[src/design/assert_macros.svh]
`ifndef ASSERT_MACROS_SVH
`define ASSERT_MACROS_SVH

// Check a condition at every clock edge outside reset.
`define ASSERT_ALWAYS(lbl, prop, msg) \
	lbl: assert property (@(posedge clk) disable iff (!arst_n) (prop)) else $error(msg);

// Check that a condition implies a consequence on the same edge.
`define ASSERT_IMPLIES(lbl, ante, cons, msg) \
	lbl: assert property (@(posedge clk) disable iff (!arst_n) (ante) |-> (cons)) \
		else $error(msg);

// Check that a condition implies a consequence on the following edge.
`define ASSERT_NEXT(lbl, ante, cons, msg) \
	lbl: assert property (@(posedge clk) disable iff (!arst_n) (ante) |=> (cons)) \
		else $error(msg);

`endif

[src/design/smbrw_pkg.sv]
package smbrw_pkg;

	localparam int CNT_W  = 16;
	localparam int REG_W  = 16;
	localparam int ADDR_W = 3;
	localparam int DATA_W = 32;

	localparam logic [7:0]  CRC_POLY  = 8'h07;
	localparam logic [15:0] NACK_WORD = 16'hFFFF;

	typedef enum logic {
		REG_HALF_BIT,
		REG_ACK_TIMEOUT
	} reg_idx_t;

	typedef enum logic [4:0] {
		PH_IDLE, PH_PSTOP_A, PH_PSTOP_B, PH_PSTOP_C, PH_START_A, PH_START_B, PH_START_C,
		PH_TX_LOW, PH_TX_HIGH, PH_ACK_LOW, PH_ACK_HIGH, PH_RX_LOW, PH_RX_HIGH,
		PH_MACK_LOW, PH_MACK_HIGH, PH_STOP_A, PH_STOP_B, PH_STOP_C
	} phase_t;

	typedef enum logic [2:0] {
		BN_WADDR, BN_CMD, BN_RADDR, BN_LOW, BN_HIGH, BN_PEC
	} byte_num_t;

	typedef enum logic [1:0] {
		ST_OK, ST_WADDR_NACK, ST_CMD_NACK, ST_RADDR_NACK
	} status_t;

	// CRC-8, MSB first, over one byte
	function automatic logic [7:0] crc8_byte(input logic [7:0] crc, input logic [7:0] b);
		logic [7:0] c;
		c = crc ^ b;
		for (int i = 0; i < 8; i++) begin
			c = c[7] ? ((c << 1) ^ CRC_POLY) : (c << 1);
		end
		return c;
	endfunction

	// a zero register counts as one
	function automatic logic [CNT_W-1:0] lim_of(input logic [REG_W-1:0] r);
		logic [CNT_W-1:0] v;
		v = CNT_W'(r);
		if (v == '0) begin
			v = CNT_W'(1);
		end
		return v;
	endfunction

endpackage

[src/design/smbrw_ifs.sv]
interface smbrw_in_if;
	logic       valid;
	logic       ready;
	logic       start_request;
	logic [6:0] slave_address;
	logic [7:0] command_code;
	logic       sda_in;

	modport source (output valid, start_request, slave_address, command_code, sda_in,
		input ready);
	modport sink (input valid, start_request, slave_address, command_code, sda_in,
		output ready);
endinterface

interface smbrw_out_if;
	logic        valid;
	logic        ready;
	logic        scl_out;
	logic        sda_out;
	logic        busy_res;
	logic        done_res;
	logic [15:0] read_word;
	logic        pec_ok;
	logic [1:0]  status_code;

	modport source (output valid, scl_out, sda_out, busy_res, done_res, read_word, pec_ok,
		status_code, input ready);
	modport sink (input valid, scl_out, sda_out, busy_res, done_res, read_word, pec_ok,
		status_code, output ready);
endinterface

[src/design/smbus_read_word_pec_master_unit.sv]
// Pipeline: a tick beat accepted into the input register yields its result beat from
//   the result register (one input register, one result register).
// Throughput: one tick beat per cycle; the sequencer state advances once per beat,
//   and stalls only while the result register holds an untaken beat.
// Reset: arst_n clears the sequencer to idle, both registers to 100 and 1000,
//   and empties the input and result registers.
`include "assert_macros.svh"

module smbus_read_word_pec_master_unit (
	input  logic                                   clk,
	input  logic                                   arst_n,
	input  logic                                   psel,
	input  logic                                   penable,
	input  logic                                   pwrite,
	input  logic [smbrw_pkg::ADDR_W-1:0]           paddr,
	input  logic [smbrw_pkg::DATA_W-1:0]           pwdata,
	output logic [smbrw_pkg::DATA_W-1:0]           prdata,
	output logic                                   pready,
	smbrw_in_if.sink                               req,
	smbrw_out_if.source                            rsp
);

	// ---------------------------------------------------------------
	// Configuration registers: written on the APB access phase.
	// Register index is the word address bit.
	// ---------------------------------------------------------------
	logic [smbrw_pkg::REG_W-1:0] half_bit_q;
	logic [smbrw_pkg::REG_W-1:0] ack_to_q;
	smbrw_pkg::reg_idx_t         reg_sel;

	assign pready  = 1'b1;
	assign reg_sel = smbrw_pkg::reg_idx_t'(paddr[2]);

	always_ff @(posedge clk or negedge arst_n) begin
		if (!arst_n) begin
			half_bit_q <= smbrw_pkg::REG_W'(100);
			ack_to_q   <= smbrw_pkg::REG_W'(1000);
		end else if (psel && penable && pwrite && pready) begin
			unique case (reg_sel)
				smbrw_pkg::REG_HALF_BIT:    half_bit_q <= pwdata[smbrw_pkg::REG_W-1:0];
				smbrw_pkg::REG_ACK_TIMEOUT: ack_to_q   <= pwdata[smbrw_pkg::REG_W-1:0];
				default: ;
			endcase
		end
	end

	always_comb begin
		unique case (reg_sel)
			smbrw_pkg::REG_HALF_BIT:    prdata = smbrw_pkg::DATA_W'(half_bit_q);
			smbrw_pkg::REG_ACK_TIMEOUT: prdata = smbrw_pkg::DATA_W'(ack_to_q);
			default:                    prdata = '0;
		endcase
	end

	// ---------------------------------------------------------------
	// Handshake: input register s1, result register s2.
	// Advance the sequencer whenever s1 holds a beat and s2 is free or
	// draining; take a new beat whenever s1 is empty or advancing.
	// ---------------------------------------------------------------
	logic       in_vld_s1;
	logic       start_s1;
	logic [6:0] addr_s1;
	logic [7:0] cmd_s1;
	logic       sda_s1;
	logic       out_vld_s2;
	logic       adv;

	assign adv       = in_vld_s1 && (!out_vld_s2 || rsp.ready);
	assign req.ready = !in_vld_s1 || adv;

	always_ff @(posedge clk or negedge arst_n) begin
		if (!arst_n) begin
			in_vld_s1 <= 1'b0;
		end else if (req.valid && req.ready) begin
			in_vld_s1 <= 1'b1;
		end else if (adv) begin
			in_vld_s1 <= 1'b0;
		end
	end

	// payload only: no reset needed
	always_ff @(posedge clk) begin
		if (req.valid && req.ready) begin
			start_s1 <= req.start_request;
			addr_s1  <= req.slave_address;
			cmd_s1   <= req.command_code;
			sda_s1   <= req.sda_in;
		end
	end

	// ---------------------------------------------------------------
	// Sequencer state
	// ---------------------------------------------------------------
	smbrw_pkg::phase_t           phase_q, phase_n;
	logic [3:0]                  bit_q, bit_n;
	smbrw_pkg::byte_num_t        bnum_q, bnum_n;
	smbrw_pkg::status_t          stat_q, stat_n;
	logic [7:0]                  shift_q, shift_n;
	logic [7:0]                  low_q, low_n;
	logic [7:0]                  high_q, high_n;
	logic [7:0]                  crc_q, crc_n;
	logic [6:0]                  haddr_q, haddr_n;
	logic [7:0]                  hcmd_q, hcmd_n;
	logic [smbrw_pkg::CNT_W-1:0] tick_q, tick_n;
	logic [smbrw_pkg::CNT_W-1:0] wait_q, wait_n;
	logic                        done_n;

	logic [smbrw_pkg::CNT_W-1:0] half_lim, ack_lim;
	logic [smbrw_pkg::CNT_W:0]   tick_inc, wait_inc;
	logic                        seg_last, ack_last;
	logic [7:0]                  crc_byte_sel, crc_upd;

	assign half_lim = smbrw_pkg::lim_of(half_bit_q);
	assign ack_lim  = smbrw_pkg::lim_of(ack_to_q);
	assign tick_inc = {1'b0, tick_q} + 1'b1;
	assign wait_inc = {1'b0, wait_q} + 1'b1;
	// last tick of a half period / setup segment
	assign seg_last = tick_inc >= {1'b0, half_lim};
	// last high sample tolerated while waiting for the slave ACK
	assign ack_last = wait_inc >= {1'b0, ack_lim};

	// One CRC unit: the address byte when a start finishes, the command
	// byte after the write-address ACK, otherwise the received byte.
	always_comb begin
		priority case (phase_q)
			smbrw_pkg::PH_START_C:  crc_byte_sel = {haddr_q, bnum_q != smbrw_pkg::BN_WADDR};
			smbrw_pkg::PH_ACK_HIGH: crc_byte_sel = hcmd_q;
			default:                crc_byte_sel = shift_q;
		endcase
	end
	assign crc_upd = smbrw_pkg::crc8_byte(crc_q, crc_byte_sel);

	// Next state
	always_comb begin
		phase_n = phase_q;
		bit_n   = bit_q;
		bnum_n  = bnum_q;
		stat_n  = stat_q;
		shift_n = shift_q;
		low_n   = low_q;
		high_n  = high_q;
		crc_n   = crc_q;
		haddr_n = haddr_q;
		hcmd_n  = hcmd_q;
		tick_n  = tick_q;
		wait_n  = wait_q;
		done_n  = 1'b0;

		if (adv) begin
			unique case (phase_q)
				smbrw_pkg::PH_IDLE: begin
					if (start_s1) begin
						haddr_n = addr_s1;
						hcmd_n  = cmd_s1;
						crc_n   = '0;
						stat_n  = smbrw_pkg::ST_OK;
						bnum_n  = smbrw_pkg::BN_WADDR;
						low_n   = '0;
						high_n  = '0;
						shift_n = '0;
						bit_n   = '0;
						tick_n  = '0;
						wait_n  = '0;
						phase_n = smbrw_pkg::PH_PSTOP_A;
					end
				end
				smbrw_pkg::PH_PSTOP_A, smbrw_pkg::PH_PSTOP_B, smbrw_pkg::PH_PSTOP_C,
				smbrw_pkg::PH_START_A, smbrw_pkg::PH_START_B,
				smbrw_pkg::PH_TX_LOW, smbrw_pkg::PH_ACK_LOW, smbrw_pkg::PH_RX_LOW,
				smbrw_pkg::PH_MACK_LOW, smbrw_pkg::PH_STOP_A, smbrw_pkg::PH_STOP_B: begin
					if (seg_last) begin
						tick_n  = '0;
						// these segments step to the next phase in order
						phase_n = smbrw_pkg::phase_t'(phase_q + 5'd1);
						if (phase_q == smbrw_pkg::PH_ACK_LOW) begin
							wait_n = '0;
						end
					end else begin
						tick_n = tick_inc[smbrw_pkg::CNT_W-1:0];
					end
				end
				smbrw_pkg::PH_START_C: begin
					if (seg_last) begin
						shift_n = crc_byte_sel;
						bit_n   = '0;
						crc_n   = crc_upd;
						tick_n  = '0;
						phase_n = smbrw_pkg::PH_TX_LOW;
					end else begin
						tick_n = tick_inc[smbrw_pkg::CNT_W-1:0];
					end
				end
				smbrw_pkg::PH_TX_HIGH: begin
					if (seg_last) begin
						tick_n  = '0;
						shift_n = {shift_q[6:0], 1'b0};
						if (bit_q == 4'd7) begin
							bit_n   = '0;
							wait_n  = '0;
							phase_n = smbrw_pkg::PH_ACK_LOW;
						end else begin
							bit_n   = bit_q + 4'd1;
							phase_n = smbrw_pkg::PH_TX_LOW;
						end
					end else begin
						tick_n = tick_inc[smbrw_pkg::CNT_W-1:0];
					end
				end
				smbrw_pkg::PH_ACK_HIGH: begin
					if (!sda_s1) begin
						tick_n = '0;
						priority case (bnum_q)
							smbrw_pkg::BN_WADDR: begin
								bnum_n  = smbrw_pkg::BN_CMD;
								shift_n = hcmd_q;
								bit_n   = '0;
								crc_n   = crc_upd;
								phase_n = smbrw_pkg::PH_TX_LOW;
							end
							smbrw_pkg::BN_CMD: begin
								bnum_n  = smbrw_pkg::BN_RADDR;
								phase_n = smbrw_pkg::PH_START_A;
							end
							default: begin
								bnum_n  = smbrw_pkg::BN_LOW;
								bit_n   = '0;
								shift_n = '0;
								phase_n = smbrw_pkg::PH_RX_LOW;
							end
						endcase
					end else if (ack_last) begin
						priority case (bnum_q)
							smbrw_pkg::BN_WADDR: stat_n = smbrw_pkg::ST_WADDR_NACK;
							smbrw_pkg::BN_CMD:   stat_n = smbrw_pkg::ST_CMD_NACK;
							default:             stat_n = smbrw_pkg::ST_RADDR_NACK;
						endcase
						tick_n  = '0;
						wait_n  = '0;
						phase_n = smbrw_pkg::PH_STOP_A;
					end else begin
						wait_n = wait_inc[smbrw_pkg::CNT_W-1:0];
					end
				end
				smbrw_pkg::PH_RX_HIGH: begin
					if (seg_last) begin
						tick_n  = '0;
						shift_n = {shift_q[6:0], sda_s1};
						if (bit_q == 4'd7) begin
							bit_n   = '0;
							phase_n = smbrw_pkg::PH_MACK_LOW;
						end else begin
							bit_n   = bit_q + 4'd1;
							phase_n = smbrw_pkg::PH_RX_LOW;
						end
					end else begin
						tick_n = tick_inc[smbrw_pkg::CNT_W-1:0];
					end
				end
				smbrw_pkg::PH_MACK_HIGH: begin
					if (seg_last) begin
						tick_n = '0;
						priority case (bnum_q)
							smbrw_pkg::BN_LOW: begin
								low_n   = shift_q;
								crc_n   = crc_upd;
								bnum_n  = smbrw_pkg::BN_HIGH;
								shift_n = '0;
								phase_n = smbrw_pkg::PH_RX_LOW;
							end
							smbrw_pkg::BN_HIGH: begin
								high_n  = shift_q;
								crc_n   = crc_upd;
								bnum_n  = smbrw_pkg::BN_PEC;
								shift_n = '0;
								phase_n = smbrw_pkg::PH_RX_LOW;
							end
							default: phase_n = smbrw_pkg::PH_STOP_A;
						endcase
					end else begin
						tick_n = tick_inc[smbrw_pkg::CNT_W-1:0];
					end
				end
				smbrw_pkg::PH_STOP_C: begin
					if (seg_last) begin
						tick_n  = '0;
						phase_n = smbrw_pkg::PH_IDLE;
						done_n  = 1'b1;
					end else begin
						tick_n = tick_inc[smbrw_pkg::CNT_W-1:0];
					end
				end
				default: phase_n = smbrw_pkg::PH_IDLE;
			endcase
		end
	end

	always_ff @(posedge clk or negedge arst_n) begin
		if (!arst_n) begin
			phase_q <= smbrw_pkg::PH_IDLE;
			bit_q   <= '0;
			bnum_q  <= smbrw_pkg::BN_WADDR;
			stat_q  <= smbrw_pkg::ST_OK;
			shift_q <= '0;
			low_q   <= '0;
			high_q  <= '0;
			crc_q   <= '0;
			haddr_q <= '0;
			hcmd_q  <= '0;
			tick_q  <= '0;
			wait_q  <= '0;
		end else begin
			phase_q <= phase_n;
			bit_q   <= bit_n;
			bnum_q  <= bnum_n;
			stat_q  <= stat_n;
			shift_q <= shift_n;
			low_q   <= low_n;
			high_q  <= high_n;
			crc_q   <= crc_n;
			haddr_q <= haddr_n;
			hcmd_q  <= hcmd_n;
			tick_q  <= tick_n;
			wait_q  <= wait_n;
		end
	end

	// ---------------------------------------------------------------
	// Pin levels, decoded from the phase this beat lands in.
	// The data bit on SDA is the shift register's top bit; the master
	// ACKs the low and high bytes and NACKs the PEC byte.
	// ---------------------------------------------------------------
	logic scl_n, sda_n;

	always_comb begin
		unique case (phase_n)
			smbrw_pkg::PH_PSTOP_A, smbrw_pkg::PH_STOP_A: begin
				scl_n = 1'b0;
				sda_n = 1'b0;
			end
			smbrw_pkg::PH_PSTOP_B, smbrw_pkg::PH_STOP_B, smbrw_pkg::PH_START_C: begin
				scl_n = 1'b1;
				sda_n = 1'b0;
			end
			smbrw_pkg::PH_START_A, smbrw_pkg::PH_ACK_LOW, smbrw_pkg::PH_RX_LOW: begin
				scl_n = 1'b0;
				sda_n = 1'b1;
			end
			smbrw_pkg::PH_TX_LOW: begin
				scl_n = 1'b0;
				sda_n = shift_n[7];
			end
			smbrw_pkg::PH_TX_HIGH: begin
				scl_n = 1'b1;
				sda_n = shift_n[7];
			end
			smbrw_pkg::PH_MACK_LOW: begin
				scl_n = 1'b0;
				sda_n = (bnum_n == smbrw_pkg::BN_PEC);
			end
			smbrw_pkg::PH_MACK_HIGH: begin
				scl_n = 1'b1;
				sda_n = (bnum_n == smbrw_pkg::BN_PEC);
			end
			default: begin
				scl_n = 1'b1;
				sda_n = 1'b1;
			end
		endcase
	end

	// ---------------------------------------------------------------
	// Result register s2: hold until taken, refill on every advance.
	// Word, PEC flag and status show only on the done beat.
	// ---------------------------------------------------------------
	logic        scl_s2, sda_s2, busy_s2, done_s2, pec_s2;
	logic [15:0] word_s2;
	logic [1:0]  stat_s2;

	always_ff @(posedge clk or negedge arst_n) begin
		if (!arst_n) begin
			out_vld_s2 <= 1'b0;
		end else if (adv) begin
			out_vld_s2 <= 1'b1;
		end else if (rsp.ready) begin
			out_vld_s2 <= 1'b0;
		end
	end

	always_ff @(posedge clk) begin
		if (adv) begin
			scl_s2  <= scl_n;
			sda_s2  <= sda_n;
			busy_s2 <= (phase_n != smbrw_pkg::PH_IDLE);
			done_s2 <= done_n;
			if (!done_n) begin
				word_s2 <= '0;
				pec_s2  <= 1'b0;
				stat_s2 <= smbrw_pkg::ST_OK;
			end else if (stat_n == smbrw_pkg::ST_OK) begin
				word_s2 <= {high_n, low_n};
				pec_s2  <= (shift_n == crc_n);
				stat_s2 <= stat_n;
			end else begin
				word_s2 <= smbrw_pkg::NACK_WORD;
				pec_s2  <= 1'b0;
				stat_s2 <= stat_n;
			end
		end
	end

	assign rsp.valid       = out_vld_s2;
	assign rsp.scl_out     = scl_s2;
	assign rsp.sda_out     = sda_s2;
	assign rsp.busy_res    = busy_s2;
	assign rsp.done_res    = done_s2;
	assign rsp.read_word   = word_s2;
	assign rsp.pec_ok      = pec_s2;
	assign rsp.status_code = stat_s2;

	// ---------------------------------------------------------------
	// Checks
	// ---------------------------------------------------------------
	`ASSERT_IMPLIES(a_stall_only_on_full, in_vld_s1 && !req.ready, out_vld_s2 && !rsp.ready, "input stalled without a held result")
	`ASSERT_IMPLIES(a_done_idle, out_vld_s2 && done_s2, !busy_s2 && scl_s2 && sda_s2, "done beat while bus still busy")
	`ASSERT_IMPLIES(a_nack_word, out_vld_s2 && done_s2 && stat_s2 != smbrw_pkg::ST_OK, word_s2 == smbrw_pkg::NACK_WORD && !pec_s2, "NACK result without error word")
	`ASSERT_ALWAYS(a_bit_range, bit_q < 4'd8, "bit index out of range")
	`ASSERT_NEXT(a_hold_state, !adv, $stable(phase_q) && $stable(tick_q), "sequencer moved without a beat")

endmodule
[src/flat_wrapper.sv]
// flat-port wrapper written by rule: the top's interface ports become plain ports
module smbus_read_word_pec_master_unit_flat 
  (clk, arst_n, psel, penable, pwrite, paddr, pwdata, prdata, pready, req_valid, req_start_request, req_slave_address, req_command_code, req_sda_in, req_ready, rsp_valid, rsp_scl_out, rsp_sda_out, rsp_busy_res, rsp_done_res, rsp_read_word, rsp_pec_ok, rsp_status_code, rsp_ready);
  smbrw_in_if req_i ();
  smbrw_out_if rsp_i ();
  input  logic clk;
  input  logic arst_n;
  input  logic psel;
  input  logic penable;
  input  logic pwrite;
  input  logic [smbrw_pkg::ADDR_W-1:0] paddr;
  input  logic [smbrw_pkg::DATA_W-1:0] pwdata;
  output logic [smbrw_pkg::DATA_W-1:0] prdata;
  output logic pready;
  input wire logic [$bits(req_i.valid)-1:0] req_valid;
  input wire logic [$bits(req_i.start_request)-1:0] req_start_request;
  input wire logic [$bits(req_i.slave_address)-1:0] req_slave_address;
  input wire logic [$bits(req_i.command_code)-1:0] req_command_code;
  input wire logic [$bits(req_i.sda_in)-1:0] req_sda_in;
  output wire logic [$bits(req_i.ready)-1:0] req_ready;
  output wire logic [$bits(rsp_i.valid)-1:0] rsp_valid;
  output wire logic [$bits(rsp_i.scl_out)-1:0] rsp_scl_out;
  output wire logic [$bits(rsp_i.sda_out)-1:0] rsp_sda_out;
  output wire logic [$bits(rsp_i.busy_res)-1:0] rsp_busy_res;
  output wire logic [$bits(rsp_i.done_res)-1:0] rsp_done_res;
  output wire logic [$bits(rsp_i.read_word)-1:0] rsp_read_word;
  output wire logic [$bits(rsp_i.pec_ok)-1:0] rsp_pec_ok;
  output wire logic [$bits(rsp_i.status_code)-1:0] rsp_status_code;
  input wire logic [$bits(rsp_i.ready)-1:0] rsp_ready;
  assign req_i.valid = req_valid;
  assign req_i.start_request = req_start_request;
  assign req_i.slave_address = req_slave_address;
  assign req_i.command_code = req_command_code;
  assign req_i.sda_in = req_sda_in;
  assign req_ready = req_i.ready;
  assign rsp_valid = rsp_i.valid;
  assign rsp_scl_out = rsp_i.scl_out;
  assign rsp_sda_out = rsp_i.sda_out;
  assign rsp_busy_res = rsp_i.busy_res;
  assign rsp_done_res = rsp_i.done_res;
  assign rsp_read_word = rsp_i.read_word;
  assign rsp_pec_ok = rsp_i.pec_ok;
  assign rsp_status_code = rsp_i.status_code;
  assign rsp_i.ready = rsp_ready;
  smbus_read_word_pec_master_unit u_core (.clk(clk), .arst_n(arst_n), .psel(psel), .penable(penable), .pwrite(pwrite), .paddr(paddr), .pwdata(pwdata), .prdata(prdata), .pready(pready), .req(req_i), .rsp(rsp_i));
endmodule
[config.mk]
export PLATFORM = sky130hd
export DESIGN_NAME = smbus_read_word_pec_master_unit_flat
export DESIGN_NICKNAME = d
export VERILOG_FILES = /design/src/design/smbrw_pkg.sv /design/src/design/smbrw_ifs.sv /design/src/design/smbus_read_word_pec_master_unit.sv /design/src/flat_wrapper.sv
export VERILOG_INCLUDE_DIRS = /design/src /design/src/design
export SDC_FILE = /design/constraint.sdc
export NUM_CORES = 1
export LEC_CHECK = 0
export BUFFER_PORTS_ARGS = -buffer_cell sky130_fd_sc_hd__buf_4
export CAP_MARGIN = 20
export CORE_ASPECT_RATIO = 1.5
export CORE_MARGIN = 2
export CORE_UTILIZATION = 50
export DETAILED_ROUTE_END_ITERATION = 7
export GPL_TIMING_DRIVEN = 0
export PLACE_DENSITY = 0.79
export REMOVE_ABC_BUFFERS = 1
export SLEW_MARGIN = 40
export SYNTH_ARGS = -nofsm -noshare
export SYNTH_HDL_FRONTEND = slang
export SYNTH_SLANG_ARGS = --single-unit
[constraint.sdc]
create_clock -name clk -period 6.7 [get_ports clk]
set_input_delay 2.01 -clock clk [delete_from_list [all_inputs] [get_ports clk]]
set_output_delay 2.01 -clock clk [all_outputs]
set_load 0.05 [all_outputs]
==> results.cfg <==
[critical_path]
worstReg2RegEnd = u_core.rsp.sda_out$_DFFE_PP_
critical_path_required_ns = 6.89
worstPathMaxFanout = 18
rrSetupSlack_ns = 0.92
crit_end = u_core.rsp.sda_out$_DFFE_PP_
reg2reg_from = u_core.tick_q[0]$_DFFE_PN0P_
cp.arrival_ns = 5.97
critPathLaunch = u_core.tick_q[0]$_DFFE_PN0P_
crit_type = reg2reg
start_kind = register
cp-end-kind = register
r2r_cells = 21

[final_layout]
finalNonFillerCells = 1309
finalNetCount = 1136
fillers = 1708
drive_gt1_share_pct = 20.0
syn_to_final_growth_pct = 13.2
diodes = 0

[clock_network]
clk_path_buf_depth = 2
h-tree-depth = 4
postCtsHoldBufs = 0
post-cts-setup-buffer-count = 0
clock_sinks = 167
ctsRootBufferMaster = clkbuf_16
path_clk_slew_ns = 0.07
clk_latency_ns = 0.44
cts_tree = built
tritoncts.num_buffers = 17
ctsResizeCount = 0

[logic_synthesis]
ys.flop_type = dfrtp_1
synthArstFlopShare_pct = 76.0
yosysWarnings = 0
synth_xor_area_share_pct = 5.31
ys_ff_latch = 167
synthCells = 973
synthMuxAreaShare_pct = 5.99
synth-simple-area-share_pct = 14.9
syn_area_per_cell_um2 = 10.1
yosysUniqueCellTypes = 95
synth_edf_count = 40
synth_top_family_by_area = compound AO/OA/AOI/OAI gates
synth-compound-area-share_pct = 18.4
synth_adder_area_share_pct = 5.20
synth_seq_area_share_pct = 44.5
syn_area_um2 = 9870

[timing]
finalCritPeriodShare_pct = 86.2
tightest_slew_ns = 0.850
period_needed_ns = 5.78
clock_skew_ns = 0.0167
hold_slack_ns = 0.476
rsz0062_at_grt = no
report.final.hold_viol_count = 0
fmax_mhz = 173
relSlewSlack_pct = 43.4
maxSlewViolCount = 0
finalSetupTns_ns = 0
setup_viol = 0

[worst_hold_path]
hold_depth = 1
min_path_type = reg2reg

[floorplanning]
die-height_um = 176
core_um2 = 19500
ioPinCount = 117
die_w_um = 119
dieArea_um2 = 20900
start_util_pct = 50.5
fp-row-count = 63

[power_and_ir_drop]
p_leak_nw = 5.05
power_mw = 3.22
power_density_nw_per_um2 = 288
max-vdd-ir-drop_mv = 0.185

[drt]
drc = 0
dr.pass1.iters = 5
wl_per_cell_um = 18.2
drt_iter0_drc = 572
totalWireLength_mm = 23.8
via_count = 7833
ant_nets = 0
viasPerCell = 5.98

[place]
placement.io_buffers = 81
placed_cells = 1277
place_hpwl_mm = 17.3
gp_congestion = 0.950

[global_route]
grt_pass1_vias = 7660
grt_max_degree = 74
antenna_found_initial = 0
grtUsageTotal_pct = 22.9
grt_overflow = 0
grt_pass1_wl_mm = 38.0

[run_status]
status = finished, final reports clean

[job]
drv_cap = 0
[how the worst min path moves through the flow]
stage                                   from  slack [ns]                       endpoint
4_1_cts           u_core.cmd_s1[7]$_DFFE_PP_        0.48   u_core.hcmd_q[7]$_DFFE_PN0P_
2_1_floorplan  u_core.tick_q[12]$_DFFE_PN0P_        0.45  u_core.tick_q[12]$_DFFE_PN0P_
6_report          u_core.cmd_s1[7]$_DFFE_PP_        0.48   u_core.hcmd_q[7]$_DFFE_PN0P_
5_1_grt           u_core.cmd_s1[0]$_DFFE_PP_        0.49   u_core.hcmd_q[0]$_DFFE_PN0P_
3_3_place_gp     u_core.addr_s1[2]$_DFFE_PP_        0.46  u_core.haddr_q[2]$_DFFE_PN0P_
3_5_place_dp     u_core.addr_s1[5]$_DFFE_PP_        0.47  u_core.haddr_q[5]$_DFFE_PN0P_
[cells in the final DEF, fill, tap and decap left out, types with 11 or more instances in the layout]
cell / n
edfxtp_1: 40
dfrtp_1: 118
clkbuf_16: 17
mux2_2: 49
ha_1: 41
xnor2_1: 34
nor3_1: 14
conb_1: 17
and3_1: 15
a22o_1: 32
a21o_1: 11
nor2_1: 45
buf_4: 82
a21oi_1: 50
xor2_1: 17
nand3_1: 31
a22oi_1: 21
o21ai_0: 75
inv_1: 61
nand2_1: 78
[worst max-delay path, stage by stage (launching register included)]
cell and delay (ns):
dfrtp_1 0.48, ha_1 0.29, nand4_1 0.23, or2_2 0.39
nor2_1 0.22, xnor2_1 0.19, ha_1 0.30, a41oi_1 0.17
o21ai_0 0.11, a211oi_1 0.36, a21o_1 0.51, nand2_4 0.21
inv_2 0.33, ha_1 0.19, nand2_1 0.05, o2111ai_1 0.20
nor3_1 0.13, a221oi_4 0.39, inv_1 0.12, nor4b_1 0.31
nor2_1 0.07, a32o_1 0.27
[cells in the mapped netlist, types with 5 or more instances]
library cell	n	area [µm²]
nor3_1	15	75.1
a22oi_1	21	158
nor2b_1	5	31.3
o21ai_1	8	40.0
nand2b_1	7	43.8
buf_4	21	158
dfstp_2	9	236
nor4_1	9	56.3
edfxtp_1	40	1200
clkbuf_1	21	78.8
mux2_2	49	552
nand3_1	31	155
nand4_1	10	62.6
xor2_1	17	149
nand2_1	78	293
and3_1	15	93.8
dfrtp_1	118	2950
a22o_1	32	280
and2_1	10	62.6
nor2_1	45	169
or3_1	6	37.5
a21oi_1	50	250
inv_1	62	233
xnor2_1	34	298
o31ai_1	8	60.1
buf_2	8	40.0
ha_1	41	513
o21ai_0	75	375
a21o_1	11	82.6
a211oi_1	6	45.0
[sequential cells by signal (all words and copies together) (netlist names), 2 cells and up]
| signal | count |
|---|---|
| u_core.bnum_q | 3 |
| u_core.cmd_s1 | 8 |
| u_core.wait_q | 16 |
| u_core.high_q | 8 |
| u_core.tick_q | 16 |
| u_core.crc_q | 8 |
| u_core.rsp.status_code | 2 |
| u_core.rsp.read_word | 16 |
| u_core.phase_q | 5 |
| u_core.low_q | 8 |
| u_core.haddr_q | 7 |
| u_core.hcmd_q | 8 |
| u_core.stat_q | 2 |
| u_core.bit_q | 4 |
| u_core.half_bit_q | 16 |
| u_core.shift_q | 8 |
| u_core.addr_s1 | 7 |
| u_core.ack_to_q | 16 |
[power breakdown]
part | internal (mW) | total [mW] | switching (mW) | leakage, nW
Combinational | 0.349 | 0.935 | 0.586 | 2.72
Clock | 0.498 | 0.956 | 0.458 | 0.286
Sequential | 1.18 | 1.33 | 0.144 | 2.05
Total | 2.03 | 3.22 | 1.19 | 5.05
[per-stage QoR]
stage	setup WS, ns	util (%)	area, µm²
after floorplan	1.58	-	9610
after global placement	0.889	53.9	10500
after detailed placement	1.07	54.2	10600
after CTS	1.02	57.2	11200
after global routing	0.563	57.2	11200
final	0.921	57.2	11200
[layer usage]
metal / global-route usage (%) / up-vias / part of all wire (%)
met5: 0 / - / 0
met3: 3.46 / 95 / 4.6
li1: - / 3641 / -
met1: 25.2 / 3775 / 37
met2: 41.4 / 322 / 53
met4: 13.5 / 0 / 5.7
[area by class of cell]
cell class	count	area [µm²]	share of cell area, %
Inverter	63	236	2.12
Clock buffer	17	425	3.80
Tap cell	260	325	2.91
Timing Repair Buffer	84	658	5.89
Multi-Input combinational cell	703	4990	44.6
Clock inverter	15	154	1.38
Sequential cell	167	4390	39.3
[cells by family (layout without fill, tap and decap cells)]
kind of cell / count (synthesis) / count (layout)
buffers and inverters: 118 / 179
multiplexers: 53 / 53
flip-flops: 167 / 167
AO/OA/AOI/OAI: 265 / 265
other: 2 / 17
XOR/XNOR: 55 / 55
AND/OR/NAND/NOR: 272 / 272
adder cells (fa/ha/maj): 41 / 41
Power figures use the tool's default switching activity.
